<file path="src/rtl/krm_pkg.sv">
// ----------------------------------------------------------------------------
// krm_pkg: shared types and constants for the keyboard report merger
// Holds the event codes, the held-key entry layout and the control and
// status bundles passed between the controller and the datapath.
// ----------------------------------------------------------------------------
package krm_pkg;

  // Defaults for the top-level parameters
  localparam int NUM_KEYS_DEF     = 16;
  localparam int REPORT_SLOTS_DEF = 6;

  // Fixed report layout
  localparam int CODE_FIELDS = 6;
  localparam int SLOT_W      = 3;   // indexes CODE_FIELDS slots, holds up to CODE_FIELDS
  localparam logic [7:0] ROLLOVER_CODE = 8'h01;

  // Event codes on the mode field
  typedef enum logic [1:0] {
    MODE_PRESS   = 2'd0,
    MODE_RELEASE = 2'd1,
    MODE_ALL     = 2'd2
  } mode_t;

  // One held key: modifier mask and its keycodes
  typedef struct packed {
    logic [7:0]                  modifier;
    logic [CODE_FIELDS-1:0][7:0] codes;
  } entry_t;

  // Commands from the controller
  typedef struct packed {
    logic              latch;   // capture the request
    logic              apply;   // update the key table, clear the merge
    logic              rd;      // read the entry of the selected key
    logic              load;    // OR in the modifier of the entry just read
    logic              step;    // walk one keycode slot
    logic [SLOT_W-1:0] slot;
    logic              finish;  // compare and publish the report
  } cmd_t;

  // Status back to the controller
  typedef struct packed {
    logic ev_valid;    // latched request changes the table
    logic key_active;  // selected key is held
    logic over;        // rollover already seen
    logic step_over;   // current slot step hits rollover
  } status_t;

endpackage

</file>
<file path="src/rtl/krm_ctrl.sv">
// ----------------------------------------------------------------------------
// krm_ctrl: sequencer for the keyboard report merger
// Accepts a request and, if it changes the table, has it applied, then walks
// the keys and the slots of each held key, stopping early on a rollover,
// before asking the datapath to publish the report.
module krm_ctrl #(
  parameter int NUM_KEYS     = 16,
  parameter int REPORT_SLOTS = 6,
  parameter int KW           = (NUM_KEYS > 1) ? $clog2(NUM_KEYS) : 1
) (
  input  logic              clk,
  input  logic              rst,
  input  logic              start,
  output logic              busy,
  input  krm_pkg::status_t  status,
  output krm_pkg::cmd_t     cmd,
  output logic [KW-1:0]     key
);
  import krm_pkg::*;

  localparam int CW = $clog2(NUM_KEYS + 1);

  typedef enum logic [5:0] {
    ST_IDLE   = 6'b000001,
    ST_CHECK  = 6'b000010,
    ST_SCAN   = 6'b000100,
    ST_LOAD   = 6'b001000,
    ST_SLOT   = 6'b010000,
    ST_FINISH = 6'b100000
  } state_t;

  state_t            state, state_next;
  logic [CW-1:0]     key_cnt, key_cnt_next;
  logic [SLOT_W-1:0] slot_cnt, slot_cnt_next;

  assign busy = (state != ST_IDLE);
  assign key  = key_cnt[KW-1:0];

  // Next state and commands
  always_comb begin
    state_next    = state;
    key_cnt_next  = key_cnt;
    slot_cnt_next = slot_cnt;
    cmd           = '0;
    cmd.slot      = slot_cnt;
    unique case (state)
      ST_IDLE: begin
        if (start) begin
          cmd.latch  = 1'b1;
          state_next = ST_CHECK;
        end
      end
      ST_CHECK: begin
        if (status.ev_valid) begin
          cmd.apply    = 1'b1;
          key_cnt_next = '0;
          state_next   = ST_SCAN;
        end else begin
          state_next = ST_IDLE;
        end
      end
      ST_SCAN: begin
        if (status.over || key_cnt == CW'(NUM_KEYS)) begin
          state_next = ST_FINISH;
        end else if (status.key_active) begin
          cmd.rd     = 1'b1;
          state_next = ST_LOAD;
        end else begin
          key_cnt_next = key_cnt + 1'b1;
        end
      end
      ST_LOAD: begin
        cmd.load      = 1'b1;
        slot_cnt_next = '0;
        state_next    = ST_SLOT;
      end
      ST_SLOT: begin
        cmd.step = 1'b1;
        if (status.step_over || slot_cnt == SLOT_W'(REPORT_SLOTS - 1)) begin
          key_cnt_next = key_cnt + 1'b1;
          state_next   = ST_SCAN;
        end else begin
          slot_cnt_next = slot_cnt + 1'b1;
        end
      end
      ST_FINISH: begin
        cmd.finish = 1'b1;
        state_next = ST_IDLE;
      end
      default: begin
        state_next = ST_IDLE;
      end
    endcase
  end

  // State and counters
  always_ff @(posedge clk) begin
    if (rst) begin
      state    <= ST_IDLE;
      key_cnt  <= '0;
      slot_cnt <= '0;
    end else begin
      state    <= state_next;
      key_cnt  <= key_cnt_next;
      slot_cnt <= slot_cnt_next;
    end
  end

endmodule

</file>
<file path="src/rtl/krm_dpath.sv">
// ----------------------------------------------------------------------------
// krm_dpath: key table and merge datapath
// Holds the held-key memory and active flags, the packing registers of the
// merge in progress and the last published report.
// ----------------------------------------------------------------------------
module krm_dpath #(
  parameter int NUM_KEYS     = 16,
  parameter int REPORT_SLOTS = 6,
  parameter int KW           = (NUM_KEYS > 1) ? $clog2(NUM_KEYS) : 1
) (
  input  logic             clk,
  input  logic             rst,
  input  krm_pkg::cmd_t    cmd,
  input  logic [KW-1:0]    key,
  output krm_pkg::status_t status,
  input  logic [1:0]       mode,
  input  logic [4:0]       key_index,
  input  logic [7:0]       press_modifier,
  input  logic [7:0]       press_code_0,
  input  logic [7:0]       press_code_1,
  input  logic [7:0]       press_code_2,
  input  logic [7:0]       press_code_3,
  input  logic [7:0]       press_code_4,
  input  logic [7:0]       press_code_5,
  output logic             report_valid,
  output logic [7:0]       report_modifier,
  output logic [7:0]       report_code_0,
  output logic [7:0]       report_code_1,
  output logic [7:0]       report_code_2,
  output logic [7:0]       report_code_3,
  output logic [7:0]       report_code_4,
  output logic [7:0]       report_code_5
);
  import krm_pkg::*;

  // Latched request
  logic [1:0] mode_r;
  logic [4:0] idx_r;
  entry_t     entry_r;
  logic       idx_ok;
  logic [KW-1:0] idx_w;
  logic       ev_valid;

  // Key table
  entry_t              mem [NUM_KEYS];
  entry_t              rd_entry;
  logic [NUM_KEYS-1:0] active;

  // Merge in progress
  logic [7:0]                  mrg_mod;
  logic [CODE_FIELDS-1:0][7:0] packed_codes;
  logic [SLOT_W-1:0]           count;
  logic                        over;
  logic [7:0]                  step_code;
  logic                        dup;
  logic                        step_new;
  logic [CODE_FIELDS-1:0][7:0] final_codes;

  // Published report
  logic [7:0]                  cur_mod;
  logic [CODE_FIELDS-1:0][7:0] cur_codes;

  // Capture the request
  always_ff @(posedge clk) begin
    if (cmd.latch) begin
      mode_r                 <= mode;
      idx_r                  <= key_index;
      entry_r.modifier       <= press_modifier;
      entry_r.codes[0]       <= press_code_0;
      entry_r.codes[1]       <= press_code_1;
      entry_r.codes[2]       <= press_code_2;
      entry_r.codes[3]       <= press_code_3;
      entry_r.codes[4]       <= press_code_4;
      entry_r.codes[5]       <= press_code_5;
    end
  end

  assign idx_ok = ({1'b0, idx_r} < 6'(NUM_KEYS));
  assign idx_w  = idx_r[KW-1:0];

  // Does the request change the table
  always_comb begin
    unique case (mode_r)
      MODE_PRESS:   ev_valid = idx_ok;
      MODE_RELEASE: ev_valid = idx_ok && active[idx_w];
      MODE_ALL:     ev_valid = 1'b1;
      default:      ev_valid = 1'b0;
    endcase
  end

  assign status.ev_valid   = ev_valid;
  assign status.key_active = active[key];
  assign status.over       = over;

  // Entry memory: one write port, registered read
  always_ff @(posedge clk) begin
    if (cmd.apply && mode_r == MODE_PRESS) begin
      mem[idx_w] <= entry_r;
    end
    if (cmd.rd) begin
      rd_entry <= mem[key];
    end
  end

  // Active flags
  always_ff @(posedge clk) begin
    if (rst) begin
      active <= '0;
    end else if (cmd.apply) begin
      unique case (mode_r)
        MODE_PRESS:   active[idx_w] <= 1'b1;
        MODE_RELEASE: active[idx_w] <= 1'b0;
        MODE_ALL:     active        <= '0;
        default:      active        <= active;
      endcase
    end
  end

  // Slot step: skip empty and already packed codes
  assign step_code = rd_entry.codes[cmd.slot];

  always_comb begin
    dup = 1'b0;
    for (int i = 0; i < CODE_FIELDS; i++) begin
      if (SLOT_W'(i) < count && packed_codes[i] == step_code) begin
        dup = 1'b1;
      end
    end
  end

  assign step_new         = cmd.step && (step_code != 8'h00) && !dup;
  assign status.step_over = step_new && (count >= SLOT_W'(REPORT_SLOTS));

  // Packing registers
  always_ff @(posedge clk) begin
    if (cmd.apply) begin
      mrg_mod      <= '0;
      packed_codes <= '0;
      count        <= '0;
      over         <= 1'b0;
    end else if (cmd.load) begin
      mrg_mod <= mrg_mod | rd_entry.modifier;
    end else if (status.step_over) begin
      over <= 1'b1;
    end else if (step_new) begin
      packed_codes[count] <= step_code;
      count               <= count + 1'b1;
    end
  end

  // Rollover fills the used slots
  always_comb begin
    for (int i = 0; i < CODE_FIELDS; i++) begin
      if (over) begin
        final_codes[i] = (i < REPORT_SLOTS) ? ROLLOVER_CODE : 8'h00;
      end else begin
        final_codes[i] = packed_codes[i];
      end
    end
  end

  // Publish only a changed report
  always_ff @(posedge clk) begin
    if (rst) begin
      cur_mod      <= '0;
      cur_codes    <= '0;
      report_valid <= 1'b0;
    end else begin
      report_valid <= 1'b0;
      if (cmd.finish && (mrg_mod != cur_mod || final_codes != cur_codes)) begin
        cur_mod      <= mrg_mod;
        cur_codes    <= final_codes;
        report_valid <= 1'b1;
      end
    end
  end

  assign report_modifier = cur_mod;
  assign report_code_0   = cur_codes[0];
  assign report_code_1   = cur_codes[1];
  assign report_code_2   = cur_codes[2];
  assign report_code_3   = cur_codes[3];
  assign report_code_4   = cur_codes[4];
  assign report_code_5   = cur_codes[5];

endmodule

</file>
<file path="src/rtl/keyboard_report_merger.sv">
// ----------------------------------------------------------------------------
// keyboard_report_merger: six-slot boot keyboard report builder
// Keeps a table of held keys and merges them into one report per change.
// ----------------------------------------------------------------------------
// A request (press, release one, release all) is taken when start is high
// and busy is low. The block then walks the table: each key index, plus
// a load step and the slot steps of each held key, then a finish step; a
// rollover ends the walk early. The walk is set by the single read port of
// the entry memory and the one-slot packing step. Ignored requests hold
// busy high for one cycle, no result.
// A changed report is shown on the report ports with report_valid high for
// exactly one cycle; the receiver cannot stall it, and the report ports
// keep the last report afterwards.
module keyboard_report_merger #(
  parameter int NUM_KEYS     = krm_pkg::NUM_KEYS_DEF,
  parameter int REPORT_SLOTS = krm_pkg::REPORT_SLOTS_DEF
) (
  input  logic       clk,
  input  logic       rst,
  input  logic       start,
  output logic       busy,
  input  logic [1:0] mode,
  input  logic [4:0] key_index,
  input  logic [7:0] press_modifier,
  input  logic [7:0] press_code_0,
  input  logic [7:0] press_code_1,
  input  logic [7:0] press_code_2,
  input  logic [7:0] press_code_3,
  input  logic [7:0] press_code_4,
  input  logic [7:0] press_code_5,
  output logic       report_valid,
  output logic [7:0] report_modifier,
  output logic [7:0] report_code_0,
  output logic [7:0] report_code_1,
  output logic [7:0] report_code_2,
  output logic [7:0] report_code_3,
  output logic [7:0] report_code_4,
  output logic [7:0] report_code_5
);
  import krm_pkg::*;

  localparam int KW = (NUM_KEYS > 1) ? $clog2(NUM_KEYS) : 1;

  cmd_t          cmd;
  status_t       status;
  logic [KW-1:0] key;

  // Sequencer
  krm_ctrl #(
    .NUM_KEYS     (NUM_KEYS),
    .REPORT_SLOTS (REPORT_SLOTS),
    .KW           (KW)
  ) u_ctrl (
    .clk    (clk),
    .rst    (rst),
    .start  (start),
    .busy   (busy),
    .status (status),
    .cmd    (cmd),
    .key    (key)
  );

  // Table and merge datapath
  krm_dpath #(
    .NUM_KEYS     (NUM_KEYS),
    .REPORT_SLOTS (REPORT_SLOTS),
    .KW           (KW)
  ) u_dpath (
    .clk             (clk),
    .rst             (rst),
    .cmd             (cmd),
    .key             (key),
    .status          (status),
    .mode            (mode),
    .key_index       (key_index),
    .press_modifier  (press_modifier),
    .press_code_0    (press_code_0),
    .press_code_1    (press_code_1),
    .press_code_2    (press_code_2),
    .press_code_3    (press_code_3),
    .press_code_4    (press_code_4),
    .press_code_5    (press_code_5),
    .report_valid    (report_valid),
    .report_modifier (report_modifier),
    .report_code_0   (report_code_0),
    .report_code_1   (report_code_1),
    .report_code_2   (report_code_2),
    .report_code_3   (report_code_3),
    .report_code_4   (report_code_4),
    .report_code_5   (report_code_5)
  );

endmodule

</file>
<file path="config.mk">
export PLATFORM = sky130hd
export DESIGN_NAME = keyboard_report_merger
export DESIGN_NICKNAME = d
export VERILOG_FILES = /design/src/rtl/krm_pkg.sv /design/src/rtl/krm_ctrl.sv /design/src/rtl/krm_dpath.sv /design/src/rtl/keyboard_report_merger.sv
export SDC_FILE = /design/constraint.sdc
export NUM_CORES = 1
export LEC_CHECK = 0
export ABC_CLOCK_PERIOD_IN_PS = 18540
export BUFFER_PORTS_ARGS = -buffer_cell sky130_fd_sc_hd__buf_2
export CAP_MARGIN = 25
export CORE_MARGIN = 2
export CORE_UTILIZATION = 53
export DETAILED_ROUTE_END_ITERATION = 10
export PLACE_DENSITY_LB_ADDON = 0.1
export SYNTH_ARGS = -nofsm -noshare
export SYNTH_HDL_FRONTEND = slang
export SYNTH_SLANG_ARGS = --single-unit
export TNS_END_PERCENT = 1
</file>
<file path="constraint.sdc">
create_clock -name clk -period 18.54 [get_ports clk]
set_input_delay 0.927 -clock clk [delete_from_list [all_inputs] [get_ports clk]]
set_output_delay 0.927 -clock clk [all_outputs]
set_load 0.1 [all_outputs]
</file>
After elaboration in Yosys (flattened, before gate mapping)
Memory sizes are Yosys's and may differ from the RTL's. A register that Yosys moved wholly into a read port is not among the register bits.
Index checks and enable logic that the tools add are counted.
{"block": "word_totals", "register_bits": 210, "mem_bits_rw": 896, "in_bits": 66, "output_inout_bits": 58, "elab_cells": 160, "mem_count": 1}
{"name": "u_dpath.mem", "words": 16, "word_bits": 56, "rd": 1, "rd_ports_with_merged_regs": 1, "write_ports": 1, "line": "krm_dpath.sv:45", "text": "entry_t mem [NUM_KEYS];"}
{"block": "classes", "n_addsub": 3, "n_lt_le_gt_ge": 14, "eq_ne": 26, "mux": 51, "bitwise": 6, "n_reduce_logical": 29}
{"cell": "8-bit 2-to-1 mux", "count": 8}
{"cell": "48-bit bitwise mux", "count": 1}
{"cell": "8-bit == test", "count": 6}
{"cell": "48-bit != test", "count": 1}
{"cell": "16-bit case mux with 3 select lines", "count": 1}
{"cell": "6-bit case mux with 5 select lines", "count": 1}
{"cell": "8-bit binary-select mux with 3-bit select", "count": 1}
{"cell": "8-bit demux with 3-bit select", "count": 1}
{"cell": "6-bit 2-to-1 mux", "count": 4}
{"cell": "1-bit 2-to-1 mux", "count": 22}
{"cell": "5-bit 2-to-1 mux", "count": 4}
{"cell": "16-bit bitwise AND", "count": 1}
{"cell": "16-bit NOT", "count": 1}
{"cell": "16-bit OR", "count": 1}
{"cell": "5-bit case mux with 3 select lines", "count": 1}
{"cell": "1-bit logical AND", "count": 14}
{"cell": "4-bit by 5-bit < comparator with 1-bit output, second input constant", "count": 2}
{"cell": "1-bit binary-select mux with 4-bit select", "count": 2}
{"cell": "3-bit by 4-bit < comparator with 1-bit output, second input constant", "count": 2}
{"cell": "2-bit != test, second input constant", "count": 4}
{"cell": "8-bit != test", "count": 1}
{"cell": "8-bit OR", "count": 1}
{"cell": "8-bit nonzero test", "count": 1}
{"cell": "3-bit by 1-bit adder with 3-bit output, second input constant", "count": 2}
{"cell": "34 further kinds", "count": 46}

Longest topological paths before layout
{"block": "logic_depth", "depth_word": 16, "ltp_mapped": 14, "mapped_depth_nobuf": 11}

Hierarchy
A second synthesis with hierarchy kept.
{"block": "unflattened", "hier_cells": 2415, "hier_area_um2": 45815.2}
{"mod": "krm_dpath", "n_inst": 1, "cells_per_inst": 2322, "area_per_inst_um2": 44970.6, "seq_area_each_um2": 33141.8}
{"mod": "krm_ctrl", "n_inst": 1, "cells_per_inst": 93, "area_per_inst_um2": 844.6, "seq_area_each_um2": 280.3}

Worst setup path before layout
OpenSTA, ideal clock, no wires.
{"block": "synth_timing", "path_type": "reg2reg", "startpoint": "reg u_dpath.idx_r[0]", "endpoint": "mem u_dpath.mem[15][0] in the netlist's numbering (enable)", "setup_ns": 0.539, "arrival_time_ns": 5.792, "t_required_ns": 18.001, "slack_ns": 12.209, "path_stages_with_launch": 10, "n_path_buf": 2, "period_less_slack_ns": 6.331, "path_cell_list": "edfxtp_1 > clkbuf_1 > mux2i_1 > a221oi_1 > a211oi_1 > o21bai_1 > and3b_1 > clkbuf_1 > nand2_1 > nor3_1"}
{"block": "synth_via", "elab_chain_len": 9, "word_cells_on_any_way": 10, "cone_classes": "order compare: 1; mux: 7; reduce/logical: 2"}
{"element": "from (decl)", "line": "krm_dpath.sv:38", "text": "logic [4:0] idx_r;"}
{"element": "from (signal assigned)", "line": "krm_dpath.sv:67", "text": "idx_r <= key_index;"}
{"element": "1-bit binary-select mux with 4-bit select", "line": "krm_dpath.sv:85", "text": "MODE_RELEASE: ev_valid = idx_ok && active[idx_w];"}
{"element": "1-bit 2-to-1 mux (implied by the code)", "line": "krm_dpath.sv:85"}
{"element": "1-bit logical AND", "line": "krm_dpath.sv:85"}
{"element": "1-bit case mux with 3 select lines", "line": "krm_dpath.sv:83", "text": "unique case (mode_r)"}
{"element": "1-bit 2-to-1 mux", "line": "krm_ctrl.sv:54", "text": "if (status.ev_valid) begin"}
{"element": "1-bit 2-to-1 mux", "line": "krm_ctrl.sv:46", "text": "unique case (state)"}
{"element": "1-bit logical AND", "line": "krm_dpath.sv:97", "text": "if (cmd.apply && mode_r == MODE_PRESS) begin"}
{"element": "1-bit 2-to-1 mux", "line": "krm_dpath.sv:97"}
{"element": "1-bit 2-to-1 mux (implied by the code)", "line": "krm_dpath.sv:98", "text": "mem[idx_w] <= entry_r;"}
{"element": "to (decl)", "line": "krm_dpath.sv:45"}
Several ways; a longest one is shown, not always the timed one. The select of a mux whose other input is x is not followed.

Worst setup path after layout
{"block": "layout_timing", "startpoint": "reg u_ctrl.slot_cnt[1]", "endpoint": "reg u_dpath.packed_codes[1] in the netlist's numbering"}
{"block": "layout_via", "elab_chain_len": 15, "word_cells_on_any_way": 28, "cone_classes": "eq/ne: 6; mux: 9; bitwise: 1; reduce/logical: 12"}
{"element": "from (decl)", "line": "krm_ctrl.sv:34", "text": "logic [SLOT_W-1:0] slot_cnt, slot_cnt_next;"}
{"element": "from (signal assigned)", "line": "krm_ctrl.sv:105", "text": "slot_cnt <= slot_cnt_next;"}
{"element": "8-bit binary-select mux with 3-bit select (*)", "line": "krm_dpath.sv:120", "text": "assign step_code = rd_entry.codes[cmd.slot];"}
{"element": "8-bit 2-to-1 mux (implied by the code) (*)", "line": "krm_dpath.sv:120"}
{"element": "8-bit == test", "line": "krm_dpath.sv:125", "text": "if (SLOT_W'(i) < count && packed_codes[i] == step_code) begin"}
{"element": "1-bit logical AND", "line": "krm_dpath.sv:125"}
{"element": "1-bit 2-to-1 mux (6 in series)", "line": "krm_dpath.sv:125"}
{"element": "1-bit zero test", "line": "krm_dpath.sv:131", "text": "assign step_new = cmd.step && (step_code != 8'h00) && !dup;"}
{"element": "1-bit logical AND", "line": "krm_dpath.sv:131"}
{"element": "1-bit logical AND", "line": "krm_dpath.sv:132", "text": "assign status.step_over = step_new && (count >= SLOT_W'(REPORT_SLOTS));"}
{"element": "1-bit NOT (no line)"}
{"element": "3-bit AND reduction (no line)"}
{"element": "to (signal, indexed assignment)", "line": "krm_dpath.sv:146", "text": "packed_codes[count] <= step_code;"}
{"element": "to (decl)", "line": "krm_dpath.sv:51", "text": "logic [CODE_FIELDS-1:0][7:0] packed_codes;"}
Every way passes the cells marked *; elsewhere a longest branch is shown, timed or not. The select of a mux whose other input is x is not followed.
A chain may end at the register's enable or synchronous reset.

==> results.rst <==
.. list-table::
   :header-rows: 1

   * - Metric
     - Value
   * - Outcome
     - completed
   * - Cell type with the largest total area after synthesis
     - sky130_fd_sc_hd__edfxtp_1
   * - Final Util
     - 0.600
   * - Clock tree buffer depth
     - 3
   * - Reg2Reg Capture Point
     - u_dpath.packed_codes[1]$_SDFFE_PP0P_
   * - Iteration count of the initial detailed-routing pass
     - 8
   * - Buffering stage count on the worst path with inverters included
     - 1
   * - Flip-flop and latch count after synthesis
     - 1162
   * - Most common library cell in the layout ignoring fill and taps
     - sky130_fd_sc_hd__edfxtp_1
   * - Cell area after layout
     - 52000 µm²
   * - Detail Route Antenna Nets
     - 0
   * - Type of the worst setup path
     - flop to flop
   * - Ratio of cells with drive above 1 in the final layout
     - 0.252
   * - Cell count after synthesis
     - 2493
   * - Element type at the critical path start
     - flop
   * - Worst max-slew margin expressed relative to the limit
     - 0.282
   * - Synth warnings
     - 0
   * - Static leakage
     - 16.6 nW
   * - Final hold violations
     - 0
   * - Maximum number of pins on one net before global-route repair
     - 114
   * - Count of nets after finishing
     - 2723
   * - Area of the die
     - 89600 µm²
   * - Dominant synthesized flop cell
     - sky130_fd_sc_hd__edfxtp_1
   * - First-pass GRT wire length
     - 163000 µm
   * - Distinct cells, synth
     - 72
   * - Max frequency
     - 229 MHz
   * - Timing endpoint of the critical path
     - u_dpath.packed_codes[1]$_SDFFE_PP0P_
   * - Port Buf Inserts
     - 123
   * - Critical-path maximum fanout
     - 24
   * - Post-synthesis area per instance
     - 18.5 µm²
   * - Unrepaired setup endpoints after global routing
     - false
   * - Clock Tree Root
     - sky130_fd_sc_hd__clkbuf_16
   * - CORE AREA
     - 86600 µm²
   * - Async SR Flop Fraction
     - 0
   * - Gate family responsible for the most delay along the worst path
     - simple AND/OR/NAND/NOR gates
   * - Arrival time at the worst endpoint
     - 4.97 ns
   * - Hold path cells
     - 1
   * - Flop-to-flop setup slack
     - 14.16 ns
   * - Peak VDD IR
     - 0.0872 mV
   * - CTS sink count
     - 1162
   * - WL final
     - 110000 µm
   * - Max-slew violation count
     - 0
   * - Number of filler instances in the final layout
     - 6313
   * - Crit. End Element
     - flop
   * - Post-placement cell count
     - 3686
   * - HPWL Detailed
     - 65500 µm
   * - Portion of synthesized cell area occupied by the leading cell type
     - 0.659
   * - Number of max-capacitance violations reported
     - 0
   * - Setup TNS Final
     - 0 ns
   * - Main area contributors after synthesis
     - sky130_fd_sc_hd__edfxtp_1, sky130_fd_sc_hd__mux4_2, sky130_fd_sc_hd__dfxtp_1
   * - Maximum level of the CTS H-tree
     - 3
   * - Height of the chip
     - 299 µm
   * - Post-CTS clock slew at the launch and capture registers of the worst setup and hold paths
     - 0.06 ns
   * - Skew final
     - 0.0247 ns
   * - Master of the slowest instance on the critical path
     - sky130_fd_sc_hd__dfxtp_1
   * - Initial core utilization
     - 0.534
   * - Part of the Yosys area used for sequential elements
     - 0.723
   * - Clock latency at the later pin of the worst-skew pair
     - 0.68 ns
   * - Final min period
     - 4.38 ns
   * - CTS Hold Bufs
     - 0
   * - Transition time at the pin with the least slew margin
     - 1.08 ns
   * - Startpoint of the most critical setup path
     - u_ctrl.slot_cnt[1]$_SDFFE_PP0P_
   * - Placement Rows
     - 108
   * - Highest-count cells in the layout ignoring fill and taps
     - sky130_fd_sc_hd__edfxtp_1, sky130_fd_sc_hd__mux4_2, sky130_fd_sc_hd__dfxtp_1
   * - Instance count on the critical path
     - 10
   * - CTS buffer count
     - 113
   * - Ordered list of cells on the worst path
     - mux2_2 > a222oi_1 > buf_4 > xnor2_1 > o211ai_1 > or4_1 > o211a_1 > and2_1 > nand4b_1 > mux2i_1
   * - Drt drc
     - 0
   * - R2R depth
     - 10
   * - Total power density per cell area
     - 100 nW/µm²
   * - Routed length per placed instance
     - 28.3 µm
   * - Via total after detailed routing
     - 23798
   * - Layout overhead on the synthesized area
     - 12.4%
   * - RD Place Congestion
     - 0.903
   * - Final Setup Violations
     - 0
   * - Number of enable flip-flop cells after synthesis
     - 1015
   * - Top-level I/O count
     - 124
   * - Via count of the first global-routing pass
     - 24379
   * - Worst reg2reg path startpoint
     - u_ctrl.slot_cnt[1]$_SDFFE_PP0P_
   * - Net count of the mapped netlist
     - 2569
   * - Clock tree from TritonCTS
     - built
   * - Global-route total usage across every layer
     - 0.249
   * - Die Width
     - 299 µm
   * - Non-Filler Instances
     - 3900
   * - Maximum single-stage delay on the critical path
     - 1.00 ns
   * - Overflow after GRT
     - 0
   * - Netlist Area Pre-Place
     - 46200 µm²
   * - Post-CTS setup buffer count
     - 0
   * - DR iter-0 viols
     - 2192
   * - Hold/Removal Path Class
     - input pin to flop
   * - Detailed-route vias per instance
     - 6.10
   * - Count of instances resized after the clock tree is built
     - 0
   * - Data required time of the critical path
     - 19.13 ns
   * - Antenna violations before repair
     - 4
   * - Total cell area at the placement stage
     - 48300 µm²
   * - Final Cycle Share
     - 0.236
per-layer routing:
layer  global-route usage  routed length (µm)  up-vias
li1                     -                   -    10330
met1                0.345               46700    12603
met2                0.421               55800      699
met3               0.0348                5520      164
met4               0.0674                2270        2
met5                    0                  11        -
where the power goes:
part / internal (mW) / switching [mW] / leakage [nW] / total [mW]
registers: 2.88 / 0.0459 / 10.3 / 2.92
clock network: 1.28 / 0.959 / 1.80 / 2.24
logic: 0.0138 / 0.0339 / 4.49 / 0.0478
cell type report:
| type | count | area, µm² | area share |
|---|---|---|---|
| repair buffers | 173 | 1030 | 0.0198 |
| clock inverters | 73 | 606 | 0.0117 |
| diodes | 2 | 5.00 | 0.0000963 |
| clock buffers | 138 | 3060 | 0.0588 |
| flip-flops and latches | 1162 | 33400 | 0.643 |
| multi-input cells | 1154 | 12200 | 0.236 |
| well taps | 1155 | 1450 | 0.0278 |
| inverters | 43 | 164 | 0.00315 |
how the worst min path moves through the flow:
stage	start	to
after floorplan	u_dpath.packed_codes[10]$_SDFFE_PP0P_	u_dpath.packed_codes[10]$_SDFFE_PP0P_
after global placement	u_dpath.packed_codes[11]$_SDFFE_PP0P_	u_dpath.packed_codes[11]$_SDFFE_PP0P_
after detailed placement	u_dpath.packed_codes[11]$_SDFFE_PP0P_	u_dpath.packed_codes[11]$_SDFFE_PP0P_
after CTS	press_code_4[3]	u_dpath.entry_r[35]$_DFFE_PP_
after global routing	press_code_4[5]	u_dpath.entry_r[37]$_DFFE_PP_
final	press_code_4[3]	u_dpath.entry_r[35]$_DFFE_PP_
through the flow:
stage / worst slack (ns) / hold WS [ns] / total power [mW]
3_5_place_dp: 14.21 / 0.454 / 3.02
2_1_floorplan: 12.21 / 0.439 / 2.98
3_3_place_gp: 14.11 / 0.451 / 3.02
6_report: 14.16 / 0.417 / 5.21
5_1_grt: 13.96 / 0.388 / 5.37
4_1_cts: 14.18 / 0.359 / 5.26
kinds of logic after synthesis:
logic type               after synthesis  share of synthesized area
XOR/XNOR                              52                     0.0100
multiplexers                         420                      0.169
AND/OR/NAND/NOR                      459                     0.0497
flip-flops                          1162                      0.723
buffers and inverters                177                     0.0151
AO/OA/AOI/OAI                        213                     0.0305
adder cells (fa/ha/maj)               10                    0.00271
flip-flops by register name (all words and copies together), names as in the netlist:
name and cells:
u_dpath.report_code_3 8, u_ctrl.state 6, u_dpath.idx_r 5, u_dpath.mrg_mod 8
u_dpath.entry_r 56, u_dpath.report_code_1 8, u_dpath.rd_entry 56, u_ctrl.slot_cnt 3
u_dpath.report_code_5 8, u_ctrl.key_cnt 5, u_dpath.over 1, u_dpath.report_code_4 8
u_dpath.report_code_2 8, u_dpath.mem 896, u_dpath.report_modifier 8, u_dpath.active 16
u_dpath.mode_r 2, u_dpath.count 3, u_dpath.report_code_0 8, u_dpath.packed_codes 48
u_dpath.report_valid 1
synth_stat cells, drive strengths merged, types with 18 or more instances:
master,count
inv,43
mux2i,112
xnor2,40
a31oi,20
clkbuf,88
nor2,153
o21ai,29
nor2b,44
mux4,286
edfxtp,1015
dfxtp,147
nor3,24
nand2,95
a21oi,61
mux2,22
nand2b,18
nand3,27
buf,46
Note: power is estimated with default switching activity, not from simulation.
